[config.mk]
export PLATFORM = sky130hd
export DESIGN_NAME = bbl_queue
export DESIGN_NICKNAME = d
export VERILOG_FILES = /design/src/bbl_pkg.sv /design/src/bbl_queue.sv
export SDC_FILE = /design/constraint.sdc
export NUM_CORES = 1
export LEC_CHECK = 0
export BUFFER_PORTS_ARGS = -buffer_cell sky130_fd_sc_hd__buf_2
export CAP_MARGIN = 20
export CORE_UTILIZATION = 61
export CTS_CLUSTER_DIAMETER = 50
export CTS_CLUSTER_SIZE = 14
export DETAILED_ROUTE_END_ITERATION = 12
export PLACE_DENSITY = 0.85
export SLEW_MARGIN = 10
export SYNTH_ARGS = -nofsm -noshare
export SYNTH_HDL_FRONTEND = slang
export SYNTH_SLANG_ARGS = --single-unit
[constraint.sdc]
create_clock -name clk -period 5.1 [get_ports clk]
set_input_delay 0.255 -clock clk [delete_from_list [all_inputs] [get_ports clk]]
set_output_delay 0.255 -clock clk [all_outputs]
set_load 0.02 [all_outputs]
[src/bbl_pkg.sv]
// ----------------------------------------------------------------------------
// bbl_pkg
// Shared types, constants and helpers for the 3x3 RGB box blur.
// ----------------------------------------------------------------------------
package bbl_pkg;

	localparam int MAX_LINE    = 1024;
	localparam int ADDR_W      = $clog2(MAX_LINE);
	localparam int WIDTH_W     = 11;
	localparam int HEIGHT_W    = 13;
	localparam int PIX_W       = 24;
	localparam int SUM_W       = 12;
	localparam int RECIP_W     = 18;
	localparam int RECIP_SHIFT = 18;

	localparam logic [WIDTH_W-1:0]  WIDTH_RESET  = 11'd640;
	localparam logic [HEIGHT_W-1:0] HEIGHT_RESET = 13'd480;

	// register indexes
	localparam logic REG_WIDTH  = 1'b0;
	localparam logic REG_HEIGHT = 1'b1;

	// one accepted pixel or drain beat, classified
	typedef struct packed {
		logic [PIX_W-1:0]  pix;
		logic [ADDR_W-1:0] addr;
		logic              out_en;
		logic [2:0]        rowm;
		logic [2:0]        colm;
		logic [3:0]        cnt;
		logic              fe;
	} cmd_t;

	typedef struct packed {
		logic [7:0] red;
		logic [7:0] green;
		logic [7:0] blue;
		logic       fe;
	} res_t;

	// ceil(2^18 / (2*n)) for the neighbour counts that can occur
	function automatic logic [RECIP_W-1:0] recip(input logic [3:0] n);
		logic [RECIP_W-1:0] m;
		case (n)
			4'd1:    m = 18'd131072;
			4'd2:    m = 18'd65536;
			4'd3:    m = 18'd43691;
			4'd4:    m = 18'd32768;
			4'd6:    m = 18'd21846;
			4'd9:    m = 18'd14564;
			default: m = 18'd131072;
		endcase
		return m;
	endfunction

	function automatic logic [1:0] cnt3(input logic [2:0] m);
		return 2'({1'b0, m[0]} + {1'b0, m[1]} + {1'b0, m[2]});
	endfunction

endpackage

[src/bbl_queue.sv]
// ----------------------------------------------------------------------------
// bbl_queue
// Short queue between the front and the back.
// ----------------------------------------------------------------------------
module bbl_queue import bbl_pkg::*; (
	input  logic clk,
	input  logic arst_n,
	input  logic wr_en,
	input  cmd_t wr_data,
	output logic full,
	input  logic rd_en,
	output logic q_empty,
	output cmd_t rd_data
);

	localparam int DEPTH = 4;

	cmd_t       mem_q [DEPTH];
	logic [1:0] wptr_q, rptr_q;
	logic [2:0] cnt_q;

	assign full    = cnt_q == 3'(DEPTH);
	assign q_empty = cnt_q == 3'd0;
	assign rd_data = mem_q[rptr_q];

	always_ff @(posedge clk) begin
		if (wr_en)
			mem_q[wptr_q] <= wr_data;
	end

	always_ff @(posedge clk or negedge arst_n) begin
		if (!arst_n) begin
			wptr_q <= '0;
			rptr_q <= '0;
			cnt_q  <= '0;
		end else begin
			if (wr_en)
				wptr_q <= wptr_q + 2'd1;
			if (rd_en)
				rptr_q <= rptr_q + 2'd1;
			cnt_q <= cnt_q + {2'd0, wr_en} - {2'd0, rd_en};
		end
	end

endmodule

==> impl_results.md <==
- Status: completed
- Setup violations, final: 0
- Overflow after GRT: 0
- Mapped Nets: 331
- Io pins: 98
- Share of the synthesized area in the top cell type: 78.7%
- 1st-pass router iterations: 4
- Wire length per cell: 22.6 um
- Hold Fails Final Rpt: 0
- Max cap viols: 0
- Top-count cell post-synth: edfxtp_1
- Post-synth ARST share: 3.66%
- Share of layout cells above drive strength 1: 46.4%
- Die W: 109 um
- Post-CTS Setup Inserts: 0
- Required time of the critical path: 4.85 ns
- Residual DRC: 0
- Critical Path Source: rptr_q[0]
- Worst-margin pin slew: 0.954 ns
- Initial drt markers: 217
- RSZ-0062 raised after global routing: false
- Place WS: 2.93 ns
- Starting Density: 63.6%
- Post-route ant nets: 0
- Total negative slack: 0 ns
- Post-synth EDFFs: 184
- Largest area contributor in the netlist: edfxtp_1
- Nets: 443
- Clk buf depth: 2
- Largest net degree at the start of global routing: 49
- Worst Path Max Fanout: 48
- Synthesized instance count: 274
- Fin util: 75.0%
- Initial antenna violation count: 0
- Slowest CP cell: dfrtp_4
- Vias in the first global route: 3348
- DR vias/cell: 5.89
- Synth top cells by count: edfxtp_1 (184), mux4_2 (46), dfrtp_1 (7)
- ANT cells: 0
- First-pass GRT wire length: 18.6 mm
- Final min period: 2.57 ns
- P_leak: 2.90 nW
- Worst flop-to-flop path startpoint: wptr_q[0]
- Max Slew Vio Count: 0
- HP Class: input port to flip-flop
- Period utilisation layout: 50.3%
- Fin cells: 539
- CP cell instances: mux4_2, buf_2
- Latest clock arrival within the worst-skew pair: 0.42 ns
- Final wirelength: 12.2 mm
- Highest clock rate: 389 MHz
- Critical Path AT: 2.31 ns
- Hpwl dp: 7.12 mm
- Clock sinks: 191
- Syn avg cell area: 25.6 um^2
- Worst Clk Skew: 0.00914 ns
- PD cells: 602 mW/mm^2
- Slew margin rel.: 36.4%
- CTS Buf Count: 17
- GRT Util Overall: 22.7%
- Setup ws final: 2.53 ns
- H-tree lvl count: 4
- Die footprint: 0.0119 mm^2
- Synth Warn #: 0
- CTS tree: yes
- Netlist Area Pre-Place: 0.00702 mm^2
- Placed cells: 506
- Largest cells by area after synthesis: edfxtp_1 (79%), mux4_2 (15%), dfrtp_1 (2.5%)
- Clock Root Buffer: clkbuf_16
- Clock transition at path regs: 0.06 ns
- Sequential share of the synthesized area: 81.2%
- Vias: 3177
- Cell Rows: 38
- Hold_ws: 0.0489 ns
- Layout overhead on the synthesized area: 17.8%
- Synth Register Bits: 191
- HP Start: wr_data[35]
- Gp weighted congestion: 0.699
- Worst setup EP type: output pin
- Placeable Area: 0.0110 mm^2
- Max VDD drop: 0.000449 V
- Post-synth cell types: 17
- Die Span Y: 109 um
- Post-synth top flop: edfxtp_1
- # port buffers: 97
- Crit path launch type: flip-flop
- CP Class: flip-flop to output pin
- Crit-path max cell delay: 1.06 ns
## routing by layer
layer / up-vias / GRT usage, % / wire length (um)
met5: - / 0 / 0
met4: 0 / 6.76 / 172
met3: 22 / 5.50 / 630
met2: 116 / 36.5 / 6320
met1: 1651 / 31.6 / 5070
li1: 1388 / - / -
## cells in the final DEF (no fill, tap or decap), drive strengths merged
cell / netlist / routed
clkinvlp: 0 / 1
and3: 1 / 1
dfrtp: 7 / 7
and2: 4 / 4
buf: 9 / 102
nand2: 2 / 2
clkbuf: 1 / 20
dlygate4sd3: 0 / 1
edfxtp: 184 / 184
clkinv: 0 / 6
mux4: 46 / 46
bufinv: 0 / 2
xor2: 3 / 3
ha: 6 / 6
nor3: 1 / 1
inv: 6 / 9
fa: 1 / 1
xnor2: 2 / 2
o21ai: 1 / 1
## flip-flops by register name, summed over array words and instances (netlist names)
signal / count
wptr_q: 2
mem_q: 184
rptr_q: 2
cnt_q: 3
## what timing repair did
item,4_1_cts,5_1_grt
hold buffers,1,0
resized for setup,0,0
endpoints found under the hold margin,7,0
## power by group
| part | leakage [nW] | internal (mW) | switching (mW) | total [mW] |
|---|---|---|---|---|
| clock network | 0.292 | 0.753 | 0.547 | 1.30 |
| registers | 1.77 | 2.06 | 0.234 | 2.29 |
| logic | 0.838 | 0.620 | 0.768 | 1.39 |
## logic make-up (layout without fill, tap and decap cells)
| kind of cell | Yosys count | after routing | synth area share (%) |
|---|---|---|---|
| flops | 191 | 191 | 81.2 |
| mux | 46 | 46 | 14.8 |
| buf+inv | 16 | 141 | 1.35 |
| simple gates | 8 | 8 | 0.624 |
| fa+ha+maj | 7 | 7 | 1.35 |
| xor+xnor | 5 | 5 | 0.624 |
| compound gates | 1 | 1 | 0.0712 |
## worst paths after layout
kind / depth (start not counted) / to / slack (ns)
min reg2reg: 1 / wptr_q[0] / 0.62
max in group asynchronous: 2 / rptr_q[0] / 4.72
min: 1 / mem_q[3][35] / 0.05
max: 2 / rd_data[1] / 2.53
min in group asynchronous: 2 / cnt_q[0] / 0.19
max reg2reg: 4 / mem_q[0][17] / 3.10
## final cells by class
| cell class | count | area [um^2] |
|---|---|---|
| Clock buffer | 20 | 457 |
| Clock inverter | 12 | 134 |
| Fill cell | 625 | 2760 |
| Inverter | 6 | 22.5 |
| Multi-Input combinational cell | 67 | 1230 |
| Sequential cell | 191 | 5710 |
| Tap cell | 140 | 175 |
| Timing Repair Buffer | 103 | 546 |
## through the flow
stage	cell area (um^2)	power, mW
2_1_floorplan	7020	3.27
6_report	8270	4.98
3_3_place_gp	7650	3.67
5_1_grt	8270	5.20
3_5_place_dp	7670	3.73
4_1_cts	8270	5.04
## worst max-delay path: cells and delay by family (launching register included)
kind,cells,cell delay [ns]
buffers and inverters,1,0.18
DFF,1,1.06
muxes,1,0.64
Power figures use the tool's default switching activity.
