`config.mk`:
```
export PLATFORM = sky130hd
export DESIGN_NAME = bbl_front
export DESIGN_NICKNAME = d
export VERILOG_FILES = /design/src/bbl_pkg.sv /design/src/bbl_front.sv
export SDC_FILE = /design/constraint.sdc
export NUM_CORES = 1
export LEC_CHECK = 0
export BUFFER_PORTS_ARGS = -buffer_cell sky130_fd_sc_hd__buf_4
export CAP_MARGIN = 10
export CORE_ASPECT_RATIO = 1.75
export CORE_UTILIZATION = 34
export CTS_BUF_LIST = sky130_fd_sc_hd__clkbuf_16
export CTS_CLUSTER_DIAMETER = 100
export DETAILED_ROUTE_END_ITERATION = 8
export PLACE_DENSITY_LB_ADDON = 0.05
export SYNTH_ARGS = -nofsm -noshare
export SYNTH_HDL_FRONTEND = slang
export SYNTH_SLANG_ARGS = --single-unit
```
`constraint.sdc`:
```
create_clock -name clk -period 7.7 [get_ports clk]
set_input_delay 1.54 -clock clk [delete_from_list [all_inputs] [get_ports clk]]
set_output_delay 1.54 -clock clk [all_outputs]
set_load 0.005 [all_outputs]
```
`src/bbl_pkg.sv`:
```
// ----------------------------------------------------------------------------
// bbl_pkg
// Shared types, constants and helpers for the 3x3 RGB box blur.
// ----------------------------------------------------------------------------
package bbl_pkg;

	localparam int MAX_LINE    = 1024;
	localparam int ADDR_W      = $clog2(MAX_LINE);
	localparam int WIDTH_W     = 11;
	localparam int HEIGHT_W    = 13;
	localparam int PIX_W       = 24;
	localparam int SUM_W       = 12;
	localparam int RECIP_W     = 18;
	localparam int RECIP_SHIFT = 18;

	localparam logic [WIDTH_W-1:0]  WIDTH_RESET  = 11'd640;
	localparam logic [HEIGHT_W-1:0] HEIGHT_RESET = 13'd480;

	// register indexes
	localparam logic REG_WIDTH  = 1'b0;
	localparam logic REG_HEIGHT = 1'b1;

	// one accepted pixel or drain beat, classified
	typedef struct packed {
		logic [PIX_W-1:0]  pix;
		logic [ADDR_W-1:0] addr;
		logic              out_en;
		logic [2:0]        rowm;
		logic [2:0]        colm;
		logic [3:0]        cnt;
		logic              fe;
	} cmd_t;

	typedef struct packed {
		logic [7:0] red;
		logic [7:0] green;
		logic [7:0] blue;
		logic       fe;
	} res_t;

	// ceil(2^18 / (2*n)) for the neighbour counts that can occur
	function automatic logic [RECIP_W-1:0] recip(input logic [3:0] n);
		logic [RECIP_W-1:0] m;
		case (n)
			4'd1:    m = 18'd131072;
			4'd2:    m = 18'd65536;
			4'd3:    m = 18'd43691;
			4'd4:    m = 18'd32768;
			4'd6:    m = 18'd21846;
			4'd9:    m = 18'd14564;
			default: m = 18'd131072;
		endcase
		return m;
	endfunction

	function automatic logic [1:0] cnt3(input logic [2:0] m);
		return 2'({1'b0, m[0]} + {1'b0, m[1]} + {1'b0, m[2]});
	endfunction

endpackage

```
`src/bbl_front.sv`:
```
// ----------------------------------------------------------------------------
// bbl_front
// Input side: tracks frame position, drops stray flushes and works out the
// neighbourhood mask and count for the output each beat releases.
// ----------------------------------------------------------------------------
module bbl_front import bbl_pkg::*; (
	input  logic                clk,
	input  logic                arst_n,
	input  logic [WIDTH_W-1:0]  cfg_width,
	input  logic [HEIGHT_W-1:0] cfg_height,
	input  logic                cfg_clear,
	input  logic                push,
	input  logic [7:0]          red_in,
	input  logic [7:0]          green_in,
	input  logic [7:0]          blue_in,
	input  logic                flush,
	input  logic                q_full,
	output logic                q_wr,
	output cmd_t                q_cmd
);

	logic [ADDR_W-1:0]   col_q;
	// one bit wider than the height: drain rows run up to height + 1
	logic [HEIGHT_W:0]   row_q;
	logic [WIDTH_W-1:0]  w_eff, j;
	logic [HEIGHT_W-1:0] h_eff, i;
	logic                draining, accept, col_last, out_en, fe;
	logic [2:0]          rowm, colm;
	logic [3:0]          prod;

	always_comb begin
		if (cfg_width == '0)
			w_eff = 11'd1;
		else if (cfg_width > WIDTH_W'(MAX_LINE))
			w_eff = WIDTH_W'(MAX_LINE);
		else
			w_eff = cfg_width;
		h_eff = (cfg_height == '0) ? 13'd1 : cfg_height;
	end

	assign draining = row_q >= {1'b0, h_eff};
	assign accept   = push && !q_full;
	assign q_wr     = accept && (draining || !flush);
	assign col_last = ({1'b0, col_q} + 11'd1) >= w_eff;
	assign out_en   = (col_q != '0) ? (row_q >= 14'd1) : (row_q >= 14'd2);

	always_comb begin
		if (col_q == '0) begin
			i = HEIGHT_W'(row_q - 14'd2);
			j = w_eff - 11'd1;
		end else begin
			i = HEIGHT_W'(row_q - 14'd1);
			j = {1'b0, col_q} - 11'd1;
		end
		rowm[0] = (i >= 13'd1) && (i <= h_eff);
		rowm[1] = i < h_eff;
		rowm[2] = ({1'b0, i} + 14'd1) < {1'b0, h_eff};
		colm[0] = (j >= 11'd1) && (j <= w_eff);
		colm[1] = j < w_eff;
		colm[2] = ({1'b0, j} + 12'd1) < {1'b0, w_eff};
		fe      = out_en && (i == h_eff - 13'd1) && (j == w_eff - 11'd1);
		prod    = 4'({2'd0, cnt3(rowm)} * {2'd0, cnt3(colm)});
	end

	always_comb begin
		q_cmd.pix    = draining ? '0 : {red_in, green_in, blue_in};
		q_cmd.addr   = col_q;
		q_cmd.out_en = out_en;
		q_cmd.rowm   = rowm;
		q_cmd.colm   = colm;
		q_cmd.cnt    = (prod == 4'd0) ? 4'd1 : prod;
		q_cmd.fe     = fe;
	end

	always_ff @(posedge clk or negedge arst_n) begin
		if (!arst_n) begin
			col_q <= '0;
			row_q <= '0;
		end else if (cfg_clear || (q_wr && fe)) begin
			col_q <= '0;
			row_q <= '0;
		end else if (q_wr) begin
			if (col_last) begin
				col_q <= '0;
				row_q <= row_q + 14'd1;
			end else begin
				col_q <= col_q + 10'd1;
			end
		end
	end

endmodule

```
==> impl_metrics.csv <==
group,metric,value,unit
timing,hold_viol_final,0,
global_route,grt_max_degree,25,
cells_and_area,utilization,42.8,%
detailed_routing,drtAntennaViolNets,0,
global_route,overflow,0,
critical_path,worst_ep_required_time,6160,ps
clock_network,cts_num_sinks,24,
critical_path,cp-start-kind,"input port",
global_route,grt_first_pass_wirelength,30.5,mm
synth,synth.distinct_cells,70,
die,die-area,0.0170,mm²
synth,synth-edff-count,0,
synth,syn-cell-area,0.00561,mm²
detailed_routing,drtIter0Drc,269,
synth,yosysSeqAreaShare,10.7,%
pwr,p_comb_share,82.4,%
synth,synthSimpleGateAreaFrac,28.7,%
pwr,power_switching,0.781,mW
clock_network,clockBufferDepth,2,
hold_path,worstHoldPathCells,2,
synth,yosys_warnings,0,
pwr,power_density,244,mW/mm²
critical_path,cp_max_fo,3,
critical_path,r2r_cells,15,
synth,synth_mux_area_share,2.99,%
synth,postSynthCellCount,739,
clock_network,clk_latency,260,ps
timing,skew,7.32,ps
die,core-area,0.0160,mm²
die,rows,61,
global_route,grt_pass1_vias,5995,
flow_run,cap_violations,0,
detailed_routing,routed_via_density,5.78,
cells_and_area,num-nets-final,985,
clock_network,postCtsHoldBufs,0,
detailed_routing,remaining_drc_errors,0,
synth,synth_compound_area_share,18.5,%
synth,synthAdderAreaFrac,20.6,%
die,pin_count,101,
synth,synth_top_family_by_area,"simple AND/OR/NAND/NOR gates",
pwr,seq_power_share,8.5,%
timing,timing.final.crit_share,96.9,%
timing,slew_viol_final,0,
place,dpl.hpwl,16.5,mm
synth,syn-num-nets,884,
critical_path,cp.arrival,5930,ps
clock_network,cts_buffers,3,
clock_network,cts_tree,"built",
die,die_w,99.1,µm
synth,synth_xor_area_share,12.1,%
detailed_routing,firstDrtPassIters,4,
pwr,swShare,46.7,%
detailed_routing,drt_wl_total,19.8,mm
pwr,clockPowerShare,9.1,%
timing,setup_viol,0,
critical_path,cp-end-kind,"primary output",
critical_path,crit_type,"in2out",
global_route,grt_use_total,22.9,%
hold_path,holdCritPathClass,"reg2reg",
timing,finalSetupTns,0,ps
die,die_h,172,µm
clock_network,clk_pin_slew,70,ps
synth,synth_area_per_cell,7.59,µm²
global_route,antenna_found_initial,0,
synth,synth-main-ff-cell,"dfrtp_1",
pwr,cellLeakagePower,3.23,nW
detailed_routing,vias,5939,
synth,async_reset_ff_share,100,%
synth,ys_ff_latch,24,
detailed_routing,routedWlPerCell,19.2,µm
cells_and_area,antennaDiodeCount,0,
timing,fin_ws,235,ps
place,gp_congestion,0.955,
cells_and_area,mostFrequentLayoutCell,"buf_4",
timing,fmax,134,MHz
place,numPortBuffers,100,
clock_network,htree_levels,1,
pwr,max-vdd-ir-drop,0.174,mV
timing,worstMarginPinSlew,807,ps
place,pre_cts_slack,-18.6,ps
cells_and_area,layout-drive-gt1-share,19.5,%
clock_network,cts_root_buf,"clkbuf_16",
timing,finalCriticalPeriod,7470,ps
timing,slew_headroom,45.8,%
pwr,p_int,0.892,mW
run_status,status,"completed",
cells_and_area,final_cell_mix,"132 x buf_4, 88 x ha_1, 60 x nand2_1",
cells_and_area,area_delta_synth_final,22.3,%
die,start_util,35.0,%
==> layer usage <==
layer	wire (µm)	track usage, %	vias to the layer above
met3	761	1.86	65
li1	-	-	2893
met2	10700	46.5	215
met5	0	0	-
met1	7070	22.2	2766
met4	1220	13.4	0
==> power groups by stage <==
stage | Sequential, mW | Clock (mW) | Combinational, mW
floorplan | 0.140 | 0 | 0.917
global placement | 0.145 | 0 | 1.33
detailed placement | 0.145 | 0 | 1.37
CTS | 0.142 | 0.156 | 1.38
global route | 0.144 | 0.158 | 1.55
finish | 0.143 | 0.152 | 1.38
==> critical path, cell delays in order <==
cell and delay (ps):
buf_4 130, nor4_4 320, a31oi_2 150, nor2_2 140, inv_1 80, ha_4 220, mux2i_1 180, ha_1 260
ha_1 280, nor2b_1 130, o21a_1 160, o21a_1 170, o21a_1 170, o21a_1 170, o21a_1 160, o21ai_0 150
nand2b_1 90, a21oi_2 150, o21ai_1 110, fa_1 540, nor2_1 50, ha_1 180, ha_1 270, buf_4 130
==> final timing paths <==
| kind | start | endpoint | slack, ps |
|---|---|---|---|
| max in group asynchronous | arst_n | col_q[0] | 6260 |
| min reg2reg | row_q[13] | row_q[13] | 620 |
| max | cfg_width[9] | q_cmd[3] | 230 |
| min | row_q[13] | row_q[13] | 620 |
| max reg2reg | col_q[2] | row_q[7] | 3340 |
| min in group asynchronous | arst_n | col_q[4] | 1180 |
==> flip-flops by register name, summed over array words and instances (netlist names) <==
register  count
col_q        10
row_q        14
==> synth_stat cells (all sizes together) (4+ instances only) <==
cell    instances  area share, %
nand3          28            2.5
and3           11            1.2
a31oi           8           0.89
nor3b           5           0.67
nor2b          10            1.1
xor2           18            2.8
nand2          60            4.0
inv            54            3.6
nor4           23            2.9
o311ai          4           0.62
dfrtp          24             11
buf             9            1.0
mux2i          13            2.3
o31ai           8            1.1
xnor2          46            7.3
and2           27            3.0
a21o           12            1.6
clkbuf         27            1.8
nor2           34            2.3
a21oi          40            3.6
o21ai          29            2.6
o21a           18            2.4
nor3           25            2.4
nand4          20            2.2
ha             89             20
or3             8           0.89
or2             4           0.45
nand2b         11            1.2
xnor3           5            2.0
o22ai           4           0.45
or4             9            1.3
a211oi          5           0.67
o211ai          5           0.67
==> cells by family after synthesis <==
| family | count (synthesis) |
|---|---|
| fa+ha+maj | 91 |
| flops | 24 |
| mux | 16 |
| simple gates | 290 |
| xor+xnor | 69 |
| compound gates | 158 |
| buf+inv | 91 |
==> final cells by class <==
class	instances	area, µm²
Clock buffer	3	75.1
Tap cell	189	236
Inverter	55	206
Timing Repair Buffer	132	991
Sequential cell	24	601
Fill cell	1659	9160
Multi-Input combinational cell	624	4730
Clock inverter	1	30.0
==> metrics by stage <==
stage               hold WS [ps]  area, µm²  total power [mW]  cells
floorplan                    528       5620              1.06    739
global placement             608       6690              1.48   1023
detailed placement           609       6690              1.52   1023
CTS                          627       6800              1.68   1027
global route                 643       6870              1.85   1028
finish                       619       6870              1.67   1028
==> repair_timing <==
action / in CTS / in global routing
setup buffers: 0 / 1
endpoints found under the setup margin: 2 / 4
pin swaps: 0 / 4
gates resized for setup: 1 / 12
(Power assumes the default switching activity.)
